`src/sv/utsc_pkg.sv`:
```
// ============================================================================
// utsc_pkg
// Shared widths and constants for the seconds-to-calendar converter.
// ============================================================================
package utsc_pkg;

    // Number of register stages from the input beat to the output register.
    localparam int unsigned STAGES = 8;

    // Field widths of the intermediate values.
    localparam int unsigned CNT_W  = 32;   // seconds since the epoch
    localparam int unsigned DAYS_W = 16;   // whole days since the epoch
    localparam int unsigned SOD_W  = 17;   // second of the day

    // Calendar constants.
    localparam int unsigned SECS_PER_DAY  = 86400;
    localparam int unsigned EPOCH_JDN     = 2440588;
    localparam int unsigned FAT_YEAR_BASE = 1980;

    // Output field widths.
    localparam int unsigned YEAR_W  = 12;
    localparam int unsigned MONTH_W = 4;
    localparam int unsigned MDAY_W  = 5;
    localparam int unsigned HOUR_W  = 5;
    localparam int unsigned MIN_W   = 6;
    localparam int unsigned SEC_W   = 6;
    localparam int unsigned WDAY_W  = 3;
    localparam int unsigned FAT_W   = 32;

    // Packed widths of the stream data buses.
    localparam int unsigned IN_DATA_W  = 32;
    localparam int unsigned OUT_DATA_W = 80;

endpackage

```
`src/sv/utsc_pipe_ctrl.sv`:
```
// ============================================================================
// utsc_pipe_ctrl
// Valid bits and per-stage load enables for the converter pipeline. A stage
// loads when it is empty or when the stage after it loads, so bubbles
// collapse and a stall at the output holds every full stage in place.
// ============================================================================
module utsc_pipe_ctrl (
    input  logic                         i_clk,
    input  logic                         i_rst_n,
    input  logic                         i_valid,   // upstream beat offered
    output logic                         o_ready,   // upstream beat taken
    output logic                         o_valid,   // output register full
    input  logic                         i_ready,   // downstream takes beat
    output logic [utsc_pkg::STAGES-1:0]  o_en       // stage load enables
);

    logic [utsc_pkg::STAGES-1:0] r_valid;
    logic [utsc_pkg::STAGES-1:0] n_valid;
    logic [utsc_pkg::STAGES-1:0] en;

    // Load enables ripple back from the output register.
    always_comb begin
        en[utsc_pkg::STAGES-1] = !r_valid[utsc_pkg::STAGES-1] || i_ready;
        for (int k = utsc_pkg::STAGES - 2; k >= 0; k--) begin
            en[k] = !r_valid[k] || en[k+1];
        end
    end

    // Valid bits follow the data through each stage that loads.
    always_comb begin
        n_valid[0] = en[0] ? i_valid : r_valid[0];
        for (int k = 1; k < utsc_pkg::STAGES; k++) begin
            n_valid[k] = en[k] ? r_valid[k-1] : r_valid[k];
        end
    end

    always_ff @(posedge i_clk) begin
        if (!i_rst_n) begin
            r_valid <= '0;
        end else begin
            r_valid <= n_valid;
        end
    end

    assign o_ready = en[0];
    assign o_valid = r_valid[utsc_pkg::STAGES-1];
    assign o_en    = en;

    // Reset empties the whole pipeline.
    a_reset_empty: assert property (@(posedge i_clk)
        !i_rst_n |=> (r_valid == '0))
        else $error("pipeline not empty after reset");

    // Upstream is held off only when every stage holds a beat.
    a_stall_only_full: assert property (@(posedge i_clk) disable iff (!i_rst_n)
        !o_ready |-> (&r_valid))
        else $error("input stalled while a stage is empty");

    // Beats in flight change only by what enters and what leaves.
    a_beat_count: assert property (@(posedge i_clk) disable iff (!i_rst_n)
        ##1 ($countones(r_valid) + $past(int'(o_valid && i_ready)) ==
             $past($countones(r_valid)) + $past(int'(i_valid && o_ready))))
        else $error("beat lost or duplicated in the pipeline");

endmodule

```
`src/sv/utsc_tod.sv`:
```
// ============================================================================
// utsc_tod
// Time-of-day path: splits the second of the day into hours, minutes and
// seconds with reciprocal multiplies, over pipeline stages two to seven.
// ============================================================================
module utsc_tod (
    input  logic                          i_clk,
    input  logic [utsc_pkg::STAGES-1:0]   i_en,
    input  logic [utsc_pkg::SOD_W-1:0]    i_sod,
    output logic [utsc_pkg::HOUR_W-1:0]   o_hours,
    output logic [utsc_pkg::MIN_W-1:0]    o_minutes,
    output logic [utsc_pkg::SEC_W-1:0]    o_seconds
);

    // sod / 60 is (sod >> 2) / 15: 15-bit dividend, 4-bit divisor.
    localparam int unsigned    MT_SHIFT = 19;
    localparam logic [15:0]    MT_MUL   = 16'(((64'd1 << MT_SHIFT) + 64'd14) / 64'd15);
    // minutes / 60 is (minutes >> 2) / 15: 9-bit dividend.
    localparam int unsigned    HR_SHIFT = 13;
    localparam logic [9:0]     HR_MUL   = 10'(((64'd1 << HR_SHIFT) + 64'd14) / 64'd15);

    logic [30:0]                  r2_pq;
    logic [utsc_pkg::SOD_W-1:0]   r2_sod;
    logic [10:0]                  r3_mt;
    logic [utsc_pkg::SEC_W-1:0]   r3_sec;
    logic [18:0]                  r4_ph;
    logic [10:0]                  r4_mt;
    logic [utsc_pkg::SEC_W-1:0]   r4_sec;
    logic [utsc_pkg::HOUR_W-1:0]  r5_hours, r6_hours, r7_hours;
    logic [utsc_pkg::MIN_W-1:0]   r5_min, r6_min, r7_min;
    logic [utsc_pkg::SEC_W-1:0]   r5_sec, r6_sec, r7_sec;

    logic [10:0]                  mt;
    logic [utsc_pkg::HOUR_W-1:0]  hrs;

    assign mt  = r2_pq[29:19];
    assign hrs = r4_ph[17:13];

    // Stage two: reciprocal product for the minute of the day.
    always_ff @(posedge i_clk) begin
        if (i_en[2]) begin
            r2_pq  <= 31'(31'(i_sod[16:2]) * 31'(MT_MUL));
            r2_sod <= i_sod;
        end
    end

    // Stage three: minute of the day and the seconds remainder.
    always_ff @(posedge i_clk) begin
        if (i_en[3]) begin
            r3_mt  <= mt;
            r3_sec <= 6'(r2_sod - 17'(17'(mt) * 17'd60));
        end
    end

    // Stage four: reciprocal product for the hour.
    always_ff @(posedge i_clk) begin
        if (i_en[4]) begin
            r4_ph  <= 19'(19'(r3_mt[10:2]) * 19'(HR_MUL));
            r4_mt  <= r3_mt;
            r4_sec <= r3_sec;
        end
    end

    // Stage five: hour and minute of the hour.
    always_ff @(posedge i_clk) begin
        if (i_en[5]) begin
            r5_hours <= hrs;
            r5_min   <= 6'(r4_mt - 11'(11'(hrs) * 11'd60));
            r5_sec   <= r4_sec;
        end
    end

    // Stages six and seven: delay to line up with the date path.
    always_ff @(posedge i_clk) begin
        if (i_en[6]) begin
            r6_hours <= r5_hours;
            r6_min   <= r5_min;
            r6_sec   <= r5_sec;
        end
        if (i_en[7]) begin
            r7_hours <= r6_hours;
            r7_min   <= r6_min;
            r7_sec   <= r6_sec;
        end
    end

    assign o_hours   = r7_hours;
    assign o_minutes = r7_min;
    assign o_seconds = r7_sec;

endmodule

```
`src/sv/utsc_date.sv`:
```
// ============================================================================
// utsc_date
// Date path: turns the day count into weekday and Gregorian year, month and
// day through the integer Julian-day steps, over pipeline stages two to seven.
// ============================================================================
module utsc_date (
    input  logic                           i_clk,
    input  logic [utsc_pkg::STAGES-1:0]    i_en,
    input  logic [utsc_pkg::DAYS_W-1:0]    i_days,
    output logic [utsc_pkg::YEAR_W-1:0]    o_year,
    output logic [utsc_pkg::MONTH_W-1:0]   o_month,
    output logic [utsc_pkg::MDAY_W-1:0]    o_mday,
    output logic [utsc_pkg::WDAY_W-1:0]    o_weekday
);

    // Julian day plus the algorithm's 32044 offset.
    localparam logic [21:0] JD_OFFSET = 22'(utsc_pkg::EPOCH_JDN + 32044);
    // Weekday of the epoch day, Monday being zero.
    localparam logic [15:0] WD_BIAS   = 16'(utsc_pkg::EPOCH_JDN % 7);
    localparam logic [13:0] YEAR_BIAS = 14'd4800;

    // Reciprocals: (4a+3)/146097, (days+bias)/7, (4c+3)/1461, (5e+2)/153.
    localparam int unsigned B_SHIFT = 42;
    localparam logic [24:0] B_MUL   =
        25'(((64'd1 << B_SHIFT) + 64'd146096) / 64'd146097);
    localparam int unsigned W_SHIFT = 19;
    localparam logic [16:0] W_MUL   = 17'(((64'd1 << W_SHIFT) + 64'd6) / 64'd7);
    localparam int unsigned D_SHIFT = 29;
    localparam logic [18:0] D_MUL   = 19'(((64'd1 << D_SHIFT) + 64'd1460) / 64'd1461);
    localparam int unsigned M_SHIFT = 19;
    localparam logic [11:0] M_MUL   = 12'(((64'd1 << M_SHIFT) + 64'd152) / 64'd153);

    // First day of each month, counted from March 1st, as (153m+2)/5.
    function automatic logic [8:0] f_month_start(input logic [3:0] m);
        logic [8:0] s;
        unique case (m)
            4'd0:    s = 9'd0;
            4'd1:    s = 9'd31;
            4'd2:    s = 9'd61;
            4'd3:    s = 9'd92;
            4'd4:    s = 9'd122;
            4'd5:    s = 9'd153;
            4'd6:    s = 9'd184;
            4'd7:    s = 9'd214;
            4'd8:    s = 9'd245;
            4'd9:    s = 9'd275;
            4'd10:   s = 9'd306;
            4'd11:   s = 9'd337;
            default: s = 9'd0;
        endcase
        return s;
    endfunction

    logic [21:0]                   r2_a;
    logic [48:0]                   r2_pb;
    logic [15:0]                   r2_wx;
    logic [32:0]                   r2_pw;
    logic [6:0]                    r3_b, r4_b, r5_b, r6_b;
    logic [15:0]                   r3_c, r4_c;
    logic [utsc_pkg::WDAY_W-1:0]   r3_wd, r4_wd, r5_wd, r6_wd, r7_wd;
    logic [36:0]                   r4_pd;
    logic [6:0]                    r5_d, r6_d;
    logic [8:0]                    r5_e, r6_e;
    logic [22:0]                   r6_pm;
    logic [utsc_pkg::YEAR_W-1:0]   r7_year;
    logic [utsc_pkg::MONTH_W-1:0]  r7_month;
    logic [utsc_pkg::MDAY_W-1:0]   r7_mday;

    logic [21:0]  jd_a;
    logic [15:0]  wd_x;
    logic [6:0]   b;
    logic [13:0]  wq;
    logic [6:0]   d;
    logic [10:0]  xm;
    logic [3:0]   m;
    logic         m_wrap;
    logic [8:0]   mday9;
    logic [13:0]  year14;

    assign jd_a   = 22'(i_days) + JD_OFFSET;
    assign wd_x   = i_days + WD_BIAS;
    assign b      = r2_pb[48:42];
    assign wq     = r2_pw[32:19];
    assign d      = r4_pd[35:29];
    assign xm     = 11'(11'(r5_e) * 11'd5 + 11'd2);
    assign m      = r6_pm[22:19];
    assign m_wrap = (m >= 4'd10);
    assign mday9  = r6_e - f_month_start(m) + 9'd1;
    assign year14 = 14'(14'(r6_b) * 14'd100) + 14'(r6_d) + 14'(m_wrap) - YEAR_BIAS;

    // Stage two: shifted day number and the century and weekday products.
    always_ff @(posedge i_clk) begin
        if (i_en[2]) begin
            r2_a  <= jd_a;
            r2_pb <= 49'(49'({jd_a, 2'b11}) * 49'(B_MUL));
            r2_wx <= wd_x;
            r2_pw <= 33'(33'(wd_x) * 33'(W_MUL));
        end
    end

    // Stage three: century count, day within the century, weekday.
    always_ff @(posedge i_clk) begin
        if (i_en[3]) begin
            r3_b  <= b;
            r3_c  <= 16'(r2_a - 22'(25'(25'(b) * 25'd146097) >> 2));
            r3_wd <= 3'(r2_wx - 16'(16'(wq) * 16'd7));
        end
    end

    // Stage four: reciprocal product for the year within the century.
    always_ff @(posedge i_clk) begin
        if (i_en[4]) begin
            r4_pd <= 37'(37'({r3_c, 2'b11}) * 37'(D_MUL));
            r4_c  <= r3_c;
            r4_b  <= r3_b;
            r4_wd <= r3_wd;
        end
    end

    // Stage five: year within the century and day within that year.
    always_ff @(posedge i_clk) begin
        if (i_en[5]) begin
            r5_d  <= d;
            r5_e  <= 9'(r4_c - 16'(18'(18'(d) * 18'd1461) >> 2));
            r5_b  <= r4_b;
            r5_wd <= r4_wd;
        end
    end

    // Stage six: reciprocal product for the March-based month.
    always_ff @(posedge i_clk) begin
        if (i_en[6]) begin
            r6_pm <= 23'(23'(xm) * 23'(M_MUL));
            r6_e  <= r5_e;
            r6_d  <= r5_d;
            r6_b  <= r5_b;
            r6_wd <= r5_wd;
        end
    end

    // Stage seven: month, day of month and year.
    always_ff @(posedge i_clk) begin
        if (i_en[7]) begin
            r7_month <= m_wrap ? 4'(m - 4'd9) : 4'(m + 4'd3);
            r7_mday  <= mday9[4:0];
            r7_year  <= year14[11:0];
            r7_wd    <= r6_wd;
        end
    end

    assign o_year    = r7_year;
    assign o_month   = r7_month;
    assign o_mday    = r7_mday;
    assign o_weekday = r7_wd;

endmodule

```
`src/sv/unix_seconds_to_calendar.sv`:
```
// ============================================================================
// unix_seconds_to_calendar
// Converts a count of seconds since 1970-01-01 00:00:00 into Gregorian date,
// time of day, weekday (0 = Monday) and a packed FAT timestamp.
//
// The converter takes one beat per clock cycle while the input is not held
// off, and returns one beat for each beat taken, in order. Each beat passes
// through the eight register stages of the pipeline: each stage holds one
// constant-reciprocal multiply or the subtract and select that follows it.
// A stall at the output holds the full stages and lets empty ones fill, so
// the input keeps taking beats until all eight stages are occupied. The FAT
// year field is (year - 1980) mod 128 and its seconds field is seconds / 2,
// rounded down.
// ============================================================================
module unix_seconds_to_calendar (
    input  logic                              i_clk,
    input  logic                              i_rst_n,
    input  logic                              s_axis_tvalid,
    output logic                              s_axis_tready,
    // [31:0] counter_seconds
    input  logic [utsc_pkg::IN_DATA_W-1:0]    s_axis_tdata,
    output logic                              m_axis_tvalid,
    input  logic                              m_axis_tready,
    // [11:0] year, [15:12] month, [20:16] day_of_month, [25:21] hours,
    // [31:26] minutes, [37:32] seconds, [40:38] weekday, [72:41] fat_stamp,
    // [79:73] zero
    output logic [utsc_pkg::OUT_DATA_W-1:0]   m_axis_tdata
);

    // Days are (seconds >> 7) / 675; 25-bit dividend, 10-bit divisor.
    localparam int unsigned DAY_PRESHIFT = 7;
    localparam int unsigned DAY_DIVISOR  = utsc_pkg::SECS_PER_DAY / (2 ** DAY_PRESHIFT);
    localparam int unsigned DAY_SHIFT    = 35;
    localparam logic [25:0] DAY_MUL      =
        26'(((64'd1 << DAY_SHIFT) + 64'(DAY_DIVISOR) - 64'd1) / 64'(DAY_DIVISOR));

    logic [utsc_pkg::STAGES-1:0]    en;
    logic [utsc_pkg::CNT_W-1:0]     r0_cnt;
    logic [50:0]                    r0_prod;
    logic [utsc_pkg::DAYS_W-1:0]    r1_days;
    logic [utsc_pkg::SOD_W-1:0]     r1_sod;
    logic [utsc_pkg::DAYS_W-1:0]    days;

    logic [utsc_pkg::YEAR_W-1:0]    year;
    logic [utsc_pkg::MONTH_W-1:0]   month;
    logic [utsc_pkg::MDAY_W-1:0]    mday;
    logic [utsc_pkg::WDAY_W-1:0]    weekday;
    logic [utsc_pkg::HOUR_W-1:0]    hours;
    logic [utsc_pkg::MIN_W-1:0]     minutes;
    logic [utsc_pkg::SEC_W-1:0]     seconds;
    logic [utsc_pkg::FAT_W-1:0]     fat_stamp;
    logic [6:0]                     fat_year;

    // Valid bits and stage enables.
    utsc_pipe_ctrl u_ctrl (
        .i_clk   (i_clk),
        .i_rst_n (i_rst_n),
        .i_valid (s_axis_tvalid),
        .o_ready (s_axis_tready),
        .o_valid (m_axis_tvalid),
        .i_ready (m_axis_tready),
        .o_en    (en)
    );

    // Stage zero: take the beat and form the day reciprocal product.
    always_ff @(posedge i_clk) begin
        if (en[0]) begin
            r0_cnt  <= s_axis_tdata[utsc_pkg::CNT_W-1:0];
            r0_prod <= 51'(51'(s_axis_tdata[31:DAY_PRESHIFT]) * 51'(DAY_MUL));
        end
    end

    assign days = r0_prod[50:35];

    // Stage one: whole days and the second of the day.
    always_ff @(posedge i_clk) begin
        if (en[1]) begin
            r1_days <= days;
            r1_sod  <= 17'(r0_cnt - 32'(32'(days) * 32'(utsc_pkg::SECS_PER_DAY)));
        end
    end

    utsc_tod u_tod (
        .i_clk     (i_clk),
        .i_en      (en),
        .i_sod     (r1_sod),
        .o_hours   (hours),
        .o_minutes (minutes),
        .o_seconds (seconds)
    );

    utsc_date u_date (
        .i_clk     (i_clk),
        .i_en      (en),
        .i_days    (r1_days),
        .o_year    (year),
        .o_month   (month),
        .o_mday    (mday),
        .o_weekday (weekday)
    );

    // FAT timestamp packing from the output register fields.
    assign fat_year  = 7'(year - 12'(utsc_pkg::FAT_YEAR_BASE));
    assign fat_stamp = {fat_year, month, mday, hours, minutes, seconds[5:1]};

    assign m_axis_tdata = {7'd0, fat_stamp, weekday, seconds, minutes, hours,
                           mday, month, year};

    // Every beat shown at the output is a real calendar time.
    a_out_ranges: assert property (@(posedge i_clk) disable iff (!i_rst_n)
        m_axis_tvalid |-> (month >= 4'd1 && month <= 4'd12 && mday >= 5'd1 &&
                           hours < 5'd24 && minutes < 6'd60 && seconds < 6'd60 &&
                           weekday < 3'd7))
        else $error("calendar field out of range");

    // The year stays within the span of a 32-bit seconds count.
    a_year_span: assert property (@(posedge i_clk) disable iff (!i_rst_n)
        m_axis_tvalid |-> (year >= 12'd1970 && year <= 12'd2106))
        else $error("year outside the 32-bit epoch span");

endmodule
```
`config.mk`:
```
export PLATFORM = sky130hd
export DESIGN_NAME = unix_seconds_to_calendar
export DESIGN_NICKNAME = d
export VERILOG_FILES = /design/src/sv/utsc_pkg.sv /design/src/sv/utsc_pipe_ctrl.sv /design/src/sv/utsc_tod.sv /design/src/sv/utsc_date.sv /design/src/sv/unix_seconds_to_calendar.sv
export SDC_FILE = /design/constraint.sdc
export NUM_CORES = 2
export LEC_CHECK = 0
export ABC_CLOCK_PERIOD_IN_PS = 9210
export BUFFER_PORTS_ARGS = -buffer_cell sky130_fd_sc_hd__buf_4
export CAP_MARGIN = 20
export CELL_PAD_IN_SITES_DETAIL_PLACEMENT = 1
export CELL_PAD_IN_SITES_GLOBAL_PLACEMENT = 1
export CORE_MARGIN = 1
export CORE_UTILIZATION = 53
export CTS_BUF_LIST = sky130_fd_sc_hd__clkbuf_4 sky130_fd_sc_hd__clkbuf_8 sky130_fd_sc_hd__clkbuf_16
export DETAILED_ROUTE_END_ITERATION = 6
export PLACE_DENSITY = 0.85
export SLEW_MARGIN = 25
export SYNTH_ARGS = -nofsm -noshare
export SYNTH_HDL_FRONTEND = slang
export SYNTH_SLANG_ARGS = --single-unit
```
`constraint.sdc`:
```
create_clock -name i_clk -period 9.21 [get_ports i_clk]
set_input_delay 1.842 -clock i_clk [delete_from_list [all_inputs] [get_ports i_clk]]
set_output_delay 1.842 -clock i_clk [all_outputs]
set_load 0.02 [all_outputs]
```
-- After elaboration in Yosys (flattened, before gate mapping)
Memories as Yosys holds them, arrays and structs flattened. A register that Yosys moved wholly into a read port is not among the register bits.
Cells that the tools add are included.
- memories kept: 1
- register bits: 519
- bits in read-only memories: 144
- output and inout port bits: 82
- input bits: 36
- memories (memory ; words ; width ; read ports ; clocked after Yosys merged registers in ; wr ports ; line ; text):
    (name not given) ; 16 ; 9 ; 1 ; 1 ; 0 ; utsc_date.sv:36 ; unique case (m)
- $mul: 15
- reduce and logical (&&, ||, !) cells: 16
- multiplexer cells: 2
- $add $sub $neg: 17
- magnitude comparators: 1
- operators with widths (cell ; count):
    $mul 25x26->51 const B ; 1
    $mul 24x24->48 const B ; 1
    $mul 18x19->36 const B ; 1
    $mul 16x17->33 const B ; 1
    $mul 15x16->30 const B ; 1
    $mul 11x12->23 const B ; 1
    $add 16x22->22 const B ; 1
    $mul 7x18->18 const B ; 1
    $mul 9x10->18 const B ; 1
    $sub 17x17->17 ; 1
    $add 16x2->16 const B ; 1
    $mul 16x10->10 const B ; 1
    $sub 16x16->16 ; 1
    $mul 14x3->3 const B ; 1
    $add 12x1->12 ; 1
    $add 12x7->12 ; 1
    $sub 12x10->12 const B ; 1
    $sub 6x6->6 ; 2
    $add 11x2->11 const B ; 1
    $mul 11x4->4 const B ; 1
    $mul 7x11->11 const B ; 1
    $mul 9x3->11 const B ; 1
    $mul 7x5->10 const B ; 1
    $sub 9x9->9 ; 1
    11 further kinds ; 26

-- Longest topological paths before layout
- depth in word-level cells: 9
- mapped depth: 32
- gate-level depth less buffers: 32

-- By module
A second synthesis with hierarchy kept.
- cell total of the unflattened synthesis: 4313
- area total of the unflattened synthesis: 47297.9 um^2
- by module, submodules not included (module ; cells each ; instances ; area each (um^2)):
    utsc_date ; 2582 ; 1 ; 27556.4
    unix_seconds_to_calendar ; 1238 ; 1 ; 13042.5
    utsc_tod ; 456 ; 1 ; 6362.4
    utsc_pipe_ctrl ; 37 ; 1 ; 336.6

-- Worst setup path after synthesis
OpenSTA, ideal clock, no wires.
- path type: register to register
- from: register r1_days[3] (netlist name)
- to: register u_date.r2_pb[46], data pin
- arrival: 7628 ps
- path slack: 1324 ps
- cell stages (with the launch flop): 29
- required time: 8952 ps
- path through: edfxtp_1 -> inv_1 -> ha_1 -> nand2b_1 -> a21oi_1 -> nor2b_1 -> o21ai_0 -> nand2_1 -> a21oi_1 -> inv_1 -> ha_1 -> inv_1 -> fa_1 -> ha_1 -> fa_1 -> fa_1 -> fa_1 -> inv_1 -> fa_1 -> inv_1 -> ha_1 -> inv_1 -> nor3_1 -> o311ai_0 -> a31oi_1 -> o21ai_1 -> a211oi_1 -> nor2_1 -> xnor2_1
- cells in the longest elaborated chain, start to end: 2
- ends and longest elaborated chain (element ; line ; text):
    start, declared ; unix_seconds_to_calendar.sv:40 ; logic [utsc_pkg::DAYS_W-1:0] r1_days;
    start signal, assigned ; unix_seconds_to_calendar.sv:78 ; r1_days <= days;
    $add 16x22->22 ; utsc_date.sv:80 ; assign jd_a = 22'(i_days) + JD_OFFSET;
    net u_date.jd_a[3] ; utsc_date.sv:69 ; logic [21:0] jd_a;
    $mul 24x24->48 ; utsc_date.sv:95 ; r2_pb <= 49'(49'({jd_a, 2'b11}) * 49'(B_MUL));
    end signal, assigned ; utsc_date.sv:95 ;
    end, declared ; utsc_date.sv:55 ; logic [48:0] r2_pb;
The timed path passes the listed nets, and every way through them passes these cells.
A chain may end at the register's enable or synchronous reset.

-- Worst setup path in the final report
Same ends and word-level chain as after synthesis.

==> results.cfg <==
[routing]
drt-wirelength-per-cell_um = 22.5
firstDrtPassIters = 6
wirelength_um = 123000
drc = 0
postRouteAntennaNets = 0
drt-initial-drc-count = 1297
vias_per_cell = 5.52
num_vias = 30221

[worst_setup_path]
arrival_ns = 8.92
start_kind = flop
worst-path-buf-inv = 9
critPathCaptureType = flop
crit_type = flop to flop
critPathMostFrequentCell = inv_1
cp_max_fo = 10
cp_slowest_cell = edfxtp_1
worstPathRequired_ns = 9.54
regToRegSetupSlack_ns = 0.62
cp_slowest_stage_delay_ns = 0.54
cp_top_family = adder cells

[synth]
syn_inst = 4152
synth-edff-count = 325
netlist_area_um2 = 46400
synth_compound_area_frac = 0.0499
synth_top_family_by_area = adder cells
synth-main-ff-cell = edfxtp_1
avgSynthCellArea_um2 = 11.2
synth-seq-cells = 338
synth-simple-area-share = 0.0382
synthDistinctLibCells = 82
synth_xor_area_frac = 0.0408
async_reset_ff_frac = 0
synth.area.mux_share = 0.00113
yosysWarnings = 0
synth_fa_ha_area_frac = 0.554
yosysSeqAreaShare = 0.216

[timing]
rsz0062_at_grt = false
fmax_mhz = 116
fin_crit_sh = 0.933
hold_violations = 0
post-route-min-period_ns = 8.59
skew_ns = 0.0342
tns_ns = 0
slew_violations = 0
relSlewSlack = 0.266
tightestPinTransition_ns = 1.09
setup_viol = 0

[clock_tree]
cts_tree = built
cts_num_sinks = 338
cts_buffer_depth = 3
cts_setup_buffers = 0
clk_latency_ns = 0.59
cts_root_buf = clkbuf_16
clk_pin_slew_worst_paths_ns = 0.07
ctsHoldBuffers = 0
cts_buffers = 39
cts-resized-gates = 0
htreeDepth = 2

[placement]
place_inst = 5401
gp_congestion = 0.937
hpwl_um = 103000
io_buffers = 110
placed_area_um2 = 48500

[grt]
antenna_found_initial = 0
gr-total-overflow = 0
grtUsageTotal = 0.286
grt_pass1_vias = 36413
grt_max_degree = 47
grt_pass1_wl_um = 198000

[run]
cap_violations = 0

[run_status]
status = complete, no violations

[final_layout]
drive_gt1_frac = 0.0521
antenna_cells = 0
fin_cells = 5470
nFillCells = 9216
fin_area_um2 = 49800
fin_nets = 6013
multi_input_comb_area_um2 = 31800
area_growth_pct = 7.41
seqCellArea_um2 = 10000

[die]
die_h_um = 298
rows = 108
io-pin-count = 118
core_um2 = 86800
die_w_um = 298
dieArea_um2 = 88600
initial_core_util = 0.534

[worst_hold_path]
hold_path.class = flop to flop
==> flip-flops by register name, summed over array words and instances (netlist names), 8 cells and up, named ones only <==
register / cells
r0_cnt: 17
r1_sod: 17
r0_prod: 16
u_tod.r3_mt: 11
u_date.r4_c: 9
r1_days: 16
u_tod.r2_pq: 11
u_date.r3_c: 16
u_date.r5_e: 9
u_date.r2_a: 16
u_ctrl.r_valid: 8
u_date.o_year: 12
==> worst reg2reg max path: cells and delay by family (launching register included) <==
family	cells	cell delay, ns
compound gates	7	1.98
xor+xnor	1	0.15
fa+ha+maj	9	3.61
buf+inv	9	1.12
flops	1	0.54
simple gates	6	0.94
==> path summary, 6_finish.rpt <==
kind                                  from                to  cells after the start
worst max-delay path            r1_days[3]  u_date.r2_pb[46]                     32
worst min-delay path             r0_cnt[1]         r1_sod[1]                      0
worst max register to register  r1_days[3]  u_date.r2_pb[46]                     32
worst min register to register   r0_cnt[1]         r1_sod[1]                      0
==> cell families (layout without fill, tap and decap cells) <==
kind of cell               count (synthesis)  after routing
xor gates and xnor gates                 216            216
muxes                                      5              5
and+or+nand+nor                          357            357
other                                      1              7
DFF                                      338            338
adders and majority gates               1690           1690
AOI/OAI and AO/OA                        349            349
buffers and inverters                   1196           1353
==> placed cells by master (no fill, tap or decap), types with 6 or more instances in the layout <==
master	Yosys	routed
a211oi_1	16	16
a21boi_0	8	8
a21o_1	29	29
a21oi_1	109	109
a31oi_1	12	12
and2_1	7	7
and3_1	13	13
buf_4	34	131
clkbuf_16	0	39
clkinv_1	1	10
clkinv_2	0	6
conb_1	1	7
dfxtp_1	13	13
edfxtp_1	325	325
fa_1	605	605
ha_1	1085	1085
inv_1	1152	1150
nand2_1	83	81
nand2b_1	15	15
nand3_1	36	35
nand4_1	20	20
nor2_1	90	90
nor2b_1	20	20
nor3_1	32	32
o211ai_1	14	14
o21a_1	27	27
o21ai_0	58	58
o21bai_1	15	15
or2_2	13	13
xnor2_1	157	157
xor2_1	59	59
==> stage by stage <==
stage	hold slack, ns	setup WS, ns	utilization
after CTS	0.380	0.650	0.574
after global routing	0.405	0.135	0.574
after global placement	0.400	1.13	0.559
final	0.388	0.617	0.574
after floorplan	0.400	1.32	-
after detailed placement	0.405	0.723	0.559
==> per-layer routing <==
layer  GRT usage  vias up  routed length [um]
met1       0.328    15584               48100
li1            -    13628                   -
met4       0.120        0                5300
met5           0        -                   0
met2       0.536      686               65300
met3      0.0338      323                4240
==> cells in the mapped netlist, drive strengths merged (4+ instances only) <==
cell type  instances  area share
inv             1152       0.093
ha              1085        0.29
fa               605        0.26
edfxtp           325        0.21
xnor2            157       0.030
a21oi            110       0.012
nor2              90      0.0073
nand2             83      0.0067
o21ai             64      0.0071
xor2              59       0.011
nand3             37      0.0041
buf               36      0.0057
nor3              33      0.0038
a21o              29      0.0047
o21a              27      0.0044
nand4             20      0.0027
nor2b             20      0.0027
a211oi            17      0.0029
nand2b            15      0.0020
o21bai            15      0.0024
and3              14      0.0020
o211ai            14      0.0023
or2               14      0.0019
dfxtp             13      0.0056
a31oi             12      0.0016
a21boi             8      0.0013
a2111oi            7      0.0020
and2               7     0.00094
clkbuf             7     0.00057
o31ai              7      0.0015
nor4               5     0.00067
or4                5     0.00081
nor3b              4     0.00065
o2111ai            4     0.00076
o31a               4     0.00076
==> layout make-up <==
| type | instances | area share |
|---|---|---|
| clock buffer | 45 | 0.0206 |
| clock inverter | 24 | 0.00465 |
| inverter | 1153 | 0.0869 |
| multi-input combinational | 2624 | 0.638 |
| sequential | 338 | 0.201 |
| tap | 1155 | 0.0290 |
| timing repair buffer | 131 | 0.0198 |
Power is left out: the tool's default activity adds up to more than one toggle a clock period on the data nets, which glitch-free logic cannot reach.
